### src/rtl/assert_macros.svh
// -----------------------------------------------------------------------------
// Assertion macros
// Shared concurrent assertion shorthands, clocked on a rising edge and
// disabled while the synchronous active-low reset is asserted.
// -----------------------------------------------------------------------------
`ifndef ASSERT_MACROS_SVH
`define ASSERT_MACROS_SVH

// condition must hold at every clock edge
`define ASSERT_ALWAYS(label, clk, rst_n, cond) \
  label: assert property (@(posedge clk) disable iff (!(rst_n)) (cond)) \
    else $error("assertion failed: invariant");

// antecedent implies consequent in the same cycle
`define ASSERT_IMPLIES(label, clk, rst_n, ante, cons) \
  label: assert property (@(posedge clk) disable iff (!(rst_n)) (ante) |-> (cons)) \
    else $error("assertion failed: same-cycle implication");

// antecedent implies consequent in the next cycle
`define ASSERT_NEXT(label, clk, rst_n, ante, cons) \
  label: assert property (@(posedge clk) disable iff (!(rst_n)) (ante) |=> (cons)) \
    else $error("assertion failed: next-cycle implication");

`endif

### src/rtl/gwwb_pkg.sv
// -----------------------------------------------------------------------------
// Gray-world white balance package
// Shared constants, op codes and the controller-to-datapath command struct.
// -----------------------------------------------------------------------------
package gwwb_pkg;

  localparam int LOG_MAX_PIXELS_DEF = 22;
  localparam int SAMPLE_BITS_DEF    = 16;

  // port field widths
  localparam int FIELD_W = 16;
  localparam int OP_W    = 2;

  // gains are unsigned 8.16
  localparam int GAIN_W    = 24;
  localparam int GAIN_FRAC = 16;
  localparam logic [GAIN_W-1:0] GAIN_ONE = GAIN_W'(1) << GAIN_FRAC;
  localparam logic [GAIN_W-1:0] GAIN_MAX = {GAIN_W{1'b1}};

  // divider iteration counter
  localparam int CNT_W = $clog2(GAIN_W);

  typedef enum logic [OP_W-1:0] {
    OP_STAT   = 2'd0,
    OP_FINISH = 2'd1,
    OP_APPLY  = 2'd2
  } op_t;

  typedef struct packed {
    logic acc;    // add pixel to sums
    logic apply;  // scale pixel into output register
    logic load;   // start a gain division
    logic step;   // one quotient bit
    logic store;  // write gain and flag
    logic chan;   // 0 red, 1 blue
    logic clear;  // zero the sums
  } dp_cmd_t;

endpackage

### src/rtl/gwwb_ctrl.sv
// -----------------------------------------------------------------------------
// Gray-world white balance controller
// Handshakes, output valid and the sequencer for the two gain divisions.
// -----------------------------------------------------------------------------
module gwwb_ctrl (
  input  logic                    clk,
  input  logic                    rst_n,
  input  logic                    in_tvalid,
  input  logic [gwwb_pkg::OP_W-1:0] in_op,
  output logic                    in_tready,
  output logic                    out_tvalid,
  input  logic                    out_tready,
  output gwwb_pkg::dp_cmd_t       cmd
);
  import gwwb_pkg::*;

  typedef enum logic [1:0] {
    S_IDLE,
    S_LOAD,
    S_ITER,
    S_STORE
  } state_t;

  state_t           state_r, state_nxt;
  logic             chan_r, chan_nxt;
  logic [CNT_W-1:0] cnt_r, cnt_nxt;
  logic             out_valid_r, out_valid_nxt;
  logic             in_fire;

  assign in_tready  = (state_r == S_IDLE) && (!out_valid_r || out_tready);
  assign in_fire    = in_tvalid && in_tready;
  assign out_tvalid = out_valid_r;

  always_comb begin
    cmd       = '0;
    cmd.acc   = in_fire && (in_op == OP_STAT);
    cmd.apply = in_fire && (in_op == OP_APPLY);
    cmd.load  = (state_r == S_LOAD);
    cmd.step  = (state_r == S_ITER);
    cmd.store = (state_r == S_STORE);
    cmd.chan  = chan_r;
    cmd.clear = (state_r == S_STORE) && chan_r;
  end

  always_comb begin
    state_nxt     = state_r;
    chan_nxt      = chan_r;
    cnt_nxt       = cnt_r;
    out_valid_nxt = out_valid_r;
    if (cmd.apply) begin
      out_valid_nxt = 1'b1;
    end else if (out_tready) begin
      out_valid_nxt = 1'b0;
    end
    case (state_r)
      S_IDLE: begin
        if (in_fire && (in_op == OP_FINISH)) begin
          state_nxt = S_LOAD;
          chan_nxt  = 1'b0;
        end
      end
      S_LOAD: begin
        state_nxt = S_ITER;
        cnt_nxt   = CNT_W'(GAIN_W - 1);
      end
      S_ITER: begin
        if (cnt_r == '0) begin
          state_nxt = S_STORE;
        end else begin
          cnt_nxt = cnt_r - 1'b1;
        end
      end
      S_STORE: begin
        if (chan_r) begin
          state_nxt = S_IDLE;
        end else begin
          chan_nxt  = 1'b1;
          state_nxt = S_LOAD;
        end
      end
      default: begin
        state_nxt = S_IDLE;
      end
    endcase
  end

  always_ff @(posedge clk) begin
    if (!rst_n) begin
      state_r     <= S_IDLE;
      chan_r      <= 1'b0;
      cnt_r       <= '0;
      out_valid_r <= 1'b0;
    end else begin
      state_r     <= state_nxt;
      chan_r      <= chan_nxt;
      cnt_r       <= cnt_nxt;
      out_valid_r <= out_valid_nxt;
    end
  end

endmodule

### src/rtl/gwwb_datapath.sv
// -----------------------------------------------------------------------------
// Gray-world white balance datapath
// Channel sums, shared restoring divider for the gains, and the gain multiply.
// -----------------------------------------------------------------------------
module gwwb_datapath #(
  parameter int LOG_MAX_PIXELS = gwwb_pkg::LOG_MAX_PIXELS_DEF,
  parameter int SAMPLE_BITS    = gwwb_pkg::SAMPLE_BITS_DEF
) (
  input  logic                       clk,
  input  logic                       rst_n,
  input  gwwb_pkg::dp_cmd_t          cmd,
  input  logic [gwwb_pkg::FIELD_W-1:0] red_in,
  input  logic [gwwb_pkg::FIELD_W-1:0] green_in,
  input  logic [gwwb_pkg::FIELD_W-1:0] blue_in,
  output logic [gwwb_pkg::FIELD_W-1:0] red_out,
  output logic [gwwb_pkg::FIELD_W-1:0] green_out,
  output logic [gwwb_pkg::FIELD_W-1:0] blue_out,
  output logic                       clipped
);
  import gwwb_pkg::*;

  localparam int SUM_W  = LOG_MAX_PIXELS + SAMPLE_BITS;
  localparam int SUM_W1 = SUM_W + 1;
  localparam int REM_W  = SUM_W + GAIN_FRAC;
  localparam int DIV_W  = SUM_W + GAIN_W - 1;
  localparam int CMP_W  = SUM_W + GAIN_W - GAIN_FRAC;
  localparam int PROD_W = SAMPLE_BITS + GAIN_W;
  localparam int SCL_W  = PROD_W - GAIN_FRAC;

  logic [SAMPLE_BITS-1:0] r_s, g_s, b_s;
  assign r_s = red_in[SAMPLE_BITS-1:0];
  assign g_s = green_in[SAMPLE_BITS-1:0];
  assign b_s = blue_in[SAMPLE_BITS-1:0];

  // architectural state
  logic [SUM_W-1:0]  red_sum_r, green_sum_r, blue_sum_r;
  logic [SUM_W-1:0]  red_sum_nxt, green_sum_nxt, blue_sum_nxt;
  logic [GAIN_W-1:0] red_gain_r, blue_gain_r, red_gain_nxt, blue_gain_nxt;
  logic              gain_sat_r, gain_sat_nxt;

  // divider
  logic [REM_W-1:0]  rem_r, rem_nxt;
  logic [DIV_W-1:0]  div_r, div_nxt;
  logic [GAIN_W-1:0] quo_r, quo_nxt;
  logic              chan_sat_r, chan_sat_nxt;

  logic [SUM_W1-1:0] red_add, green_add, blue_add;
  logic [SUM_W-1:0]  den_sel;
  logic [DIV_W-1:0]  rem_ext, diff;
  logic              ge;
  logic [GAIN_W-1:0] gain_new;

  assign red_add   = {1'b0, red_sum_r}   + SUM_W1'(r_s);
  assign green_add = {1'b0, green_sum_r} + SUM_W1'(g_s);
  assign blue_add  = {1'b0, blue_sum_r}  + SUM_W1'(b_s);

  assign den_sel  = cmd.chan ? blue_sum_r : red_sum_r;
  assign rem_ext  = DIV_W'(rem_r);
  assign ge       = (rem_ext >= div_r);
  assign diff     = rem_ext - div_r;
  assign gain_new = chan_sat_r ? GAIN_MAX : quo_r;

  always_comb begin
    red_sum_nxt   = red_sum_r;
    green_sum_nxt = green_sum_r;
    blue_sum_nxt  = blue_sum_r;
    red_gain_nxt  = red_gain_r;
    blue_gain_nxt = blue_gain_r;
    gain_sat_nxt  = gain_sat_r;
    if (cmd.acc) begin
      // sums saturate instead of wrapping
      red_sum_nxt   = red_add[SUM_W]   ? {SUM_W{1'b1}} : red_add[SUM_W-1:0];
      green_sum_nxt = green_add[SUM_W] ? {SUM_W{1'b1}} : green_add[SUM_W-1:0];
      blue_sum_nxt  = blue_add[SUM_W]  ? {SUM_W{1'b1}} : blue_add[SUM_W-1:0];
    end
    if (cmd.store) begin
      if (cmd.chan) begin
        blue_gain_nxt = gain_new;
        gain_sat_nxt  = gain_sat_r | chan_sat_r;
      end else begin
        red_gain_nxt  = gain_new;
        gain_sat_nxt  = chan_sat_r;
      end
    end
    if (cmd.clear) begin
      red_sum_nxt   = '0;
      green_sum_nxt = '0;
      blue_sum_nxt  = '0;
    end
  end

  always_comb begin
    rem_nxt      = rem_r;
    div_nxt      = div_r;
    quo_nxt      = quo_r;
    chan_sat_nxt = chan_sat_r;
    if (cmd.load) begin
      // quotient fits 24 bits unless green >= den * 2^8; a zero den lands here too
      chan_sat_nxt = CMP_W'(green_sum_r) >= {den_sel, {(GAIN_W-GAIN_FRAC){1'b0}}};
      rem_nxt      = {green_sum_r, {GAIN_FRAC{1'b0}}};
      div_nxt      = DIV_W'(den_sel) << (GAIN_W - 1);
      quo_nxt      = '0;
    end else if (cmd.step) begin
      rem_nxt = ge ? diff[REM_W-1:0] : rem_r;
      div_nxt = div_r >> 1;
      quo_nxt = {quo_r[GAIN_W-2:0], ge};
    end
  end

  always_ff @(posedge clk) begin
    if (!rst_n) begin
      red_sum_r   <= '0;
      green_sum_r <= '0;
      blue_sum_r  <= '0;
      red_gain_r  <= GAIN_ONE;
      blue_gain_r <= GAIN_ONE;
      gain_sat_r  <= 1'b0;
    end else begin
      red_sum_r   <= red_sum_nxt;
      green_sum_r <= green_sum_nxt;
      blue_sum_r  <= blue_sum_nxt;
      red_gain_r  <= red_gain_nxt;
      blue_gain_r <= blue_gain_nxt;
      gain_sat_r  <= gain_sat_nxt;
    end
  end

  always_ff @(posedge clk) begin
    rem_r      <= rem_nxt;
    div_r      <= div_nxt;
    quo_r      <= quo_nxt;
    chan_sat_r <= chan_sat_nxt;
  end

  // apply: sample * gain, drop 16 fraction bits, clamp
  logic [PROD_W-1:0]      red_prod, blue_prod;
  logic [SCL_W-1:0]       red_scl, blue_scl;
  logic                   red_clip, blue_clip;
  logic [SAMPLE_BITS-1:0] red_val, blue_val;
  logic [FIELD_W-1:0]     red_out_r, green_out_r, blue_out_r;
  logic                   clipped_r;

  assign red_prod  = PROD_W'(r_s) * PROD_W'(red_gain_r);
  assign blue_prod = PROD_W'(b_s) * PROD_W'(blue_gain_r);
  assign red_scl   = red_prod[PROD_W-1:GAIN_FRAC];
  assign blue_scl  = blue_prod[PROD_W-1:GAIN_FRAC];
  assign red_clip  = |red_scl[SCL_W-1:SAMPLE_BITS];
  assign blue_clip = |blue_scl[SCL_W-1:SAMPLE_BITS];
  assign red_val   = red_clip  ? {SAMPLE_BITS{1'b1}} : red_scl[SAMPLE_BITS-1:0];
  assign blue_val  = blue_clip ? {SAMPLE_BITS{1'b1}} : blue_scl[SAMPLE_BITS-1:0];

  always_ff @(posedge clk) begin
    if (cmd.apply) begin
      red_out_r   <= FIELD_W'(red_val);
      green_out_r <= FIELD_W'(g_s);
      blue_out_r  <= FIELD_W'(blue_val);
      clipped_r   <= gain_sat_r | red_clip | blue_clip;
    end
  end

  assign red_out   = red_out_r;
  assign green_out = green_out_r;
  assign blue_out  = blue_out_r;
  assign clipped   = clipped_r;

endmodule

### src/rtl/gray_world_white_balance.sv
// -----------------------------------------------------------------------------
// Gray-world white balance, top level
// Accumulates channel sums over a statistics pass, derives red and blue gains
// as green/red and green/blue ratios, then scales pixels in an apply pass.
//
// Usage:
//   Input beats carry the op in in_tuser: statistics (0), finish (1),
//   apply (2); op 3 is taken and dropped. Samples ride in in_tdata.
//   Only apply beats produce an output beat; it appears on out_* the cycle
//   after acceptance and is held there until out_tready.
//   Statistics and apply pixels stream at one per cycle while no finish runs and
//   out_tready does not stall. A finish beat occupies the shared restoring
//   divider, red then blue, one quotient bit per cycle between load and store;
//   in_tready stays low meanwhile and the sums are zeroed at the end.
//   A stalled output register takes a new beat only when it drains that
//   same cycle, so a stall on out_tready backs up to in_tready.
//   Reset clears the sums and the gain flag and sets both gains to 1.0.
// -----------------------------------------------------------------------------
`include "assert_macros.svh"

module gray_world_white_balance #(
  parameter int LOG_MAX_PIXELS = gwwb_pkg::LOG_MAX_PIXELS_DEF,
  parameter int SAMPLE_BITS    = gwwb_pkg::SAMPLE_BITS_DEF
) (
  input  logic                            clk,
  input  logic                            rst_n,
  // input beat
  input  logic                            in_tvalid,
  output logic                            in_tready,
  input  logic [3*gwwb_pkg::FIELD_W-1:0]  in_tdata,   // red_in, green_in, blue_in
  input  logic [gwwb_pkg::OP_W-1:0]       in_tuser,   // op
  // result beat
  output logic                            out_tvalid,
  input  logic                            out_tready,
  output logic [3*gwwb_pkg::FIELD_W-1:0]  out_tdata,  // red_out, green_out, blue_out
  output logic                            out_tuser   // clipped
);
  import gwwb_pkg::*;

  dp_cmd_t cmd;

  gwwb_ctrl u_ctrl (
    .clk        (clk),
    .rst_n      (rst_n),
    .in_tvalid  (in_tvalid),
    .in_op      (in_tuser),
    .in_tready  (in_tready),
    .out_tvalid (out_tvalid),
    .out_tready (out_tready),
    .cmd        (cmd)
  );

  gwwb_datapath #(
    .LOG_MAX_PIXELS (LOG_MAX_PIXELS),
    .SAMPLE_BITS    (SAMPLE_BITS)
  ) u_datapath (
    .clk       (clk),
    .rst_n     (rst_n),
    .cmd       (cmd),
    .red_in    (in_tdata[FIELD_W-1:0]),
    .green_in  (in_tdata[2*FIELD_W-1:FIELD_W]),
    .blue_in   (in_tdata[3*FIELD_W-1:2*FIELD_W]),
    .red_out   (out_tdata[FIELD_W-1:0]),
    .green_out (out_tdata[2*FIELD_W-1:FIELD_W]),
    .blue_out  (out_tdata[3*FIELD_W-1:2*FIELD_W]),
    .clipped   (out_tuser)
  );

  // no input taken while the divider runs
  `ASSERT_IMPLIES(a_busy_no_ready, clk, rst_n, cmd.load || cmd.step || cmd.store, !in_tready)
  // divider phases are exclusive
  `ASSERT_ALWAYS(a_div_onehot, clk, rst_n, $onehot0({cmd.load, cmd.step, cmd.store}))
  // an accepted apply beat always yields a result next cycle
  `ASSERT_NEXT(a_apply_result, clk, rst_n, in_tvalid && in_tready && (in_tuser == OP_APPLY), out_tvalid)

endmodule

### config.mk
export PLATFORM = sky130hd
export DESIGN_NAME = gray_world_white_balance
export DESIGN_NICKNAME = d
export VERILOG_FILES = /design/src/rtl/gwwb_pkg.sv /design/src/rtl/gwwb_ctrl.sv /design/src/rtl/gwwb_datapath.sv /design/src/rtl/gray_world_white_balance.sv
export VERILOG_INCLUDE_DIRS = /design/src /design/src/rtl
export SDC_FILE = /design/constraint.sdc
export NUM_CORES = 2
export LEC_CHECK = 0
export BUFFER_PORTS_ARGS = -buffer_cell sky130_fd_sc_hd__clkbuf_2
export CORE_UTILIZATION = 50
export DETAILED_ROUTE_END_ITERATION = 8
export MAX_ROUTING_LAYER = met4
export PLACE_DENSITY_LB_ADDON = 0.25
export SYNTH_ARGS = -nofsm -noshare
export SYNTH_HDL_FRONTEND = slang
export SYNTH_SLANG_ARGS = --single-unit
### constraint.sdc
create_clock -name clk -period 14.14 [get_ports clk]
set_input_delay 2.121 -clock clk [delete_from_list [all_inputs] [get_ports clk]]
set_output_delay 2.121 -clock clk [all_outputs]
set_load 0.01 [all_outputs]
==> summary.txt <==
pins over their slew limit -> 0
PortBufs -> 104
Mapped Nets -> 6111
post-layout total power -> 4.427 mW
CP max FO -> 25
complex-gate fraction of the synthesized area -> 0.1210
Root Buffer -> clkbuf_16
number of flops mapped to enable cells by yosys -> 126
vias per inst -> 5.601
Post-Synth XOR/XNOR Area -> 0.02990
Reg2Reg Setup Slack -> 6260 ps
Clk Latency, worst-skew pair -> 640 ps
synth top area cells -> fa_1, dfxtp_1, ha_1, edfxtp_1, inv_1
post-CTS setup buffer count -> 0
Initial Util -> 0.5063
portion of netlist area occupied by mux cells -> 0.02370
Post-Route WL -> 116.3 mm
FP Rows -> 109
vias in the first global route -> 35690
worst flop-to-flop path endpoint -> u_datapath.clipped
Int Pwr -> 2.624 mW
crit path time final -> 9153 ps
fraction of power consumed by combinational cells -> 0.423
max_cap viols -> 0
clk_skew -> 43.48 ps
asr flop ratio synth -> 0
post-synthesis sequential area ratio -> 0.1894
Syn Std Cell Area -> 44810 um2
gpl congestion -> 0.9383
cts hold-fix bufs -> 0
area grow syn2layout -> 6.377%
Synth Area in Simple Gates -> 0.1739
Post-DRT Antenna Nets -> 0
post-route setup slack -> 4987 ps
unrepaired setup endpoints after global routing -> false
Sw Pwr -> 1.803 mW
largest area contributor in the netlist -> fa_1
R2R depth -> 23
part of the power in the clock network -> 0.273
first-pass GRT wire length -> 191.4 mm
HPWL after detailed placement -> 88.44 mm
hold path start -> u_datapath.red_sum_r[0]
Hold Violations, Final -> 0
GR Util All Layers -> 0.2729
Slew HR -> 0.2759
clock buffer depth -> 3
Final TNS setup -> 0 ps
Worst Tran Pin Value -> 1059 ps
Fill cells -> 8217
period utilization -> 0.6473
Core Region -> 88510 um2
antenna violations before repair -> 2
Max Freq -> 109.3 MHz
worst hold endpoint -> u_datapath.red_sum_r[0]
critical path class -> input port to flop
DRT Pass-1 Iters -> 7
CP arrival -> 9490 ps
die height -> 301.4 um
Hold Path Cell Cnt -> 2
number of clock sinks -> 361
flops & latches, synth -> 361
post-CTS sizing -> 0
combinational family with the most area after synthesis -> adder cells
Die X -> 301.4 um
routed len/inst -> 18.69 um
YS warnings -> 0
worst r2r src -> u_datapath.blue_gain_r[1]
# nets final -> 6045
pin count of the biggest net entering global routing -> 83
proportion of layout cells with a drive suffix above 1 -> 0.04905
TritonCTS Buffers -> 46
Mapped Cells -> 5086
DRC violations left -> 18
Mean Syn Cell Area -> 8.811 um2
Iteration-0 DRC Markers -> 2230
area of the multi-input gates -> 32430 um2
Critical Path Start Type -> input port
Reg area -> 8489 um2
Net Sw Frac -> 0.4073
Flop pwr share -> 0.304
via count -> 34850
remaining global-route overflow -> 0
I/O Pins -> 105
Worst Path Required -> 14480 ps
worst-case vdd ir drop -> 0.09999 mV
Hold WC Path Type -> flop to flop
clock-pin transition on the worst setup and hold timing paths -> 70 ps
H-tree lvl count -> 2
CP Capture Type -> flop
Main synth FF type -> dfxtp_1
violated checks -> design-rule violations
post-synthesis cell type count -> 76
status -> complete, but fails checks
CTS tree -> done
dpl ws -> 4369 ps
Final setup viols -> 0
adder-cell area share of the yosys netlist -> 0.3740
leakage -> 22.76 nW
post-synth top area share -> 0.2743
PD cells -> 92.87 nW/um2
Die ar. -> 90830 um2
==> worst max-delay path: stages <==
cell	delay, ps
clkbuf_2	420
and2_1	370
fa_1	540
inv_1	50
fa_1	460
fa_1	520
inv_1	60
fa_1	510
fa_1	500
inv_1	50
fa_1	470
inv_1	40
ha_1	400
nand3_1	190
a2111oi_0	440
nor2b_1	110
a311o_1	410
a21oi_2	390
mux2i_1	230
o2111ai_1	180
nor4_4	850
nand3_1	160
==> cell usage after synthesis, types with 27 or more instances <==
master and number:
inv_1 791, nand2_1 716, fa_1 614, ha_1 357, and2_1 342, dfxtp_1 235, a21oi_1 226, clkbuf_1 221
nor2_1 197, o21ai_0 194, edfxtp_1 126, a21o_1 114, mux2i_1 105, nand3_1 96, xnor2_1 87, xor2_1 66
o211a_1 51, and3_1 47, nand4_1 44, a31oi_1 38, nor3_1 36, nand2b_1 29, o31ai_1 27
==> through the flow <==
stage | std cells | cell area (um2) | utilization | hold WS, ps
final | 6223 | 47670 | 0.5386 | 497.7
after floorplan | 5086 | 44810 | - | 460.3
after CTS | 6221 | 47670 | 0.5385 | 498.2
after global routing | 6223 | 47670 | 0.5386 | 522.6
after global placement | 6137 | 46110 | 0.5210 | 476.0
after detailed placement | 6137 | 46110 | 0.5210 | 486.2
==> power by group through the flow <==
| stage | registers (mW) | clock network, mW | logic (mW) |
|---|---|---|---|
| 6_report | 1.35 | 1.21 | 1.87 |
| 3_5_place_dp | 1.37 | 0 | 1.86 |
| 2_1_floorplan | 1.32 | 0 | 1.40 |
| 3_3_place_gp | 1.36 | 0 | 1.84 |
| 5_1_grt | 1.36 | 1.28 | 2.11 |
| 4_1_cts | 1.34 | 1.24 | 1.88 |
==> cells by family (layout without fill, tap and decap cells) <==
kind of cell | count (synthesis) | count (layout)
and+or+nand+nor | 1618 | 1618
buffers and inverters | 1041 | 1011
adders and majority gates | 971 | 971
AOI/OAI and AO/OA | 836 | 836
DFF | 361 | 361
xor gates and xnor gates | 153 | 153
muxes | 106 | 106
other | 0 | 2
==> area by class of cell <==
class,count,share of cell area
multi-input combinational,3684,0.6804
sequential,361,0.1781
inverter,791,0.06228
tap,1165,0.03058
clock buffer,59,0.02688
timing repair buffer,136,0.01596
clock inverter,25,0.005722
antenna,2,0.0001050
==> worst max-delay path by stage <==
stage / slack [ps] / cells after the start / to / from
after CTS: 5020 / 22 / u_datapath.clipped / in_tdata[4]
after global placement: 4580 / 25 / u_datapath.clipped / in_tdata[41]
after global routing: 4480 / 22 / u_datapath.clipped / in_tdata[4]
after detailed placement: 4370 / 22 / u_datapath.clipped / in_tdata[4]
final: 4990 / 22 / u_datapath.clipped / in_tdata[4]
after floorplan: 5500 / 25 / u_datapath.red_out[10] / in_tdata[1]
==> layer usage <==
metal	vias to the layer above	global-route usage	routed length, um
li1	16360	-	-
met1	17430	0.3666	52570
met2	892	0.4344	54550
met3	167	0.03127	5977
met4	0	0.07880	3187
met5	-	-	0
==> placed cells by master (no fill, tap or decap), types with 25 or more instances in the layout <==
cell type	n
dfxtp_1	234
o211a_1	51
buf_4	32
ha_1	355
inv_1	791
nand4_1	44
nand3_1	96
and3_1	47
nor2b_1	25
clkbuf_16	47
fa_1	614
and2_1	342
a31oi_1	38
o21ai_0	194
a21o_1	114
nor2_1	197
o31ai_1	27
clkbuf_2	104
mux2i_1	105
nand2_1	715
nor3_1	36
xor2_1	66
edfxtp_1	126
a21oi_1	226
xnor2_1	87
nand2b_1	29
==> registers in the layout, summed over array words and instances (netlist names), 2 cells and up <==
signal,flops
u_datapath.red_sum_r,38
u_datapath.blue_sum_r,38
u_datapath.red_gain_r,24
u_datapath.rem_r,54
u_ctrl.state_r,2
u_datapath.green_out,16
u_datapath.div_r,61
u_datapath.blue_out,16
u_datapath.red_out,16
u_datapath.blue_gain_r,24
u_datapath.green_sum_r,38
u_ctrl.cnt_r,5
u_datapath.quo_r,24
No activity file was read; power rests on OpenSTA's default activity.
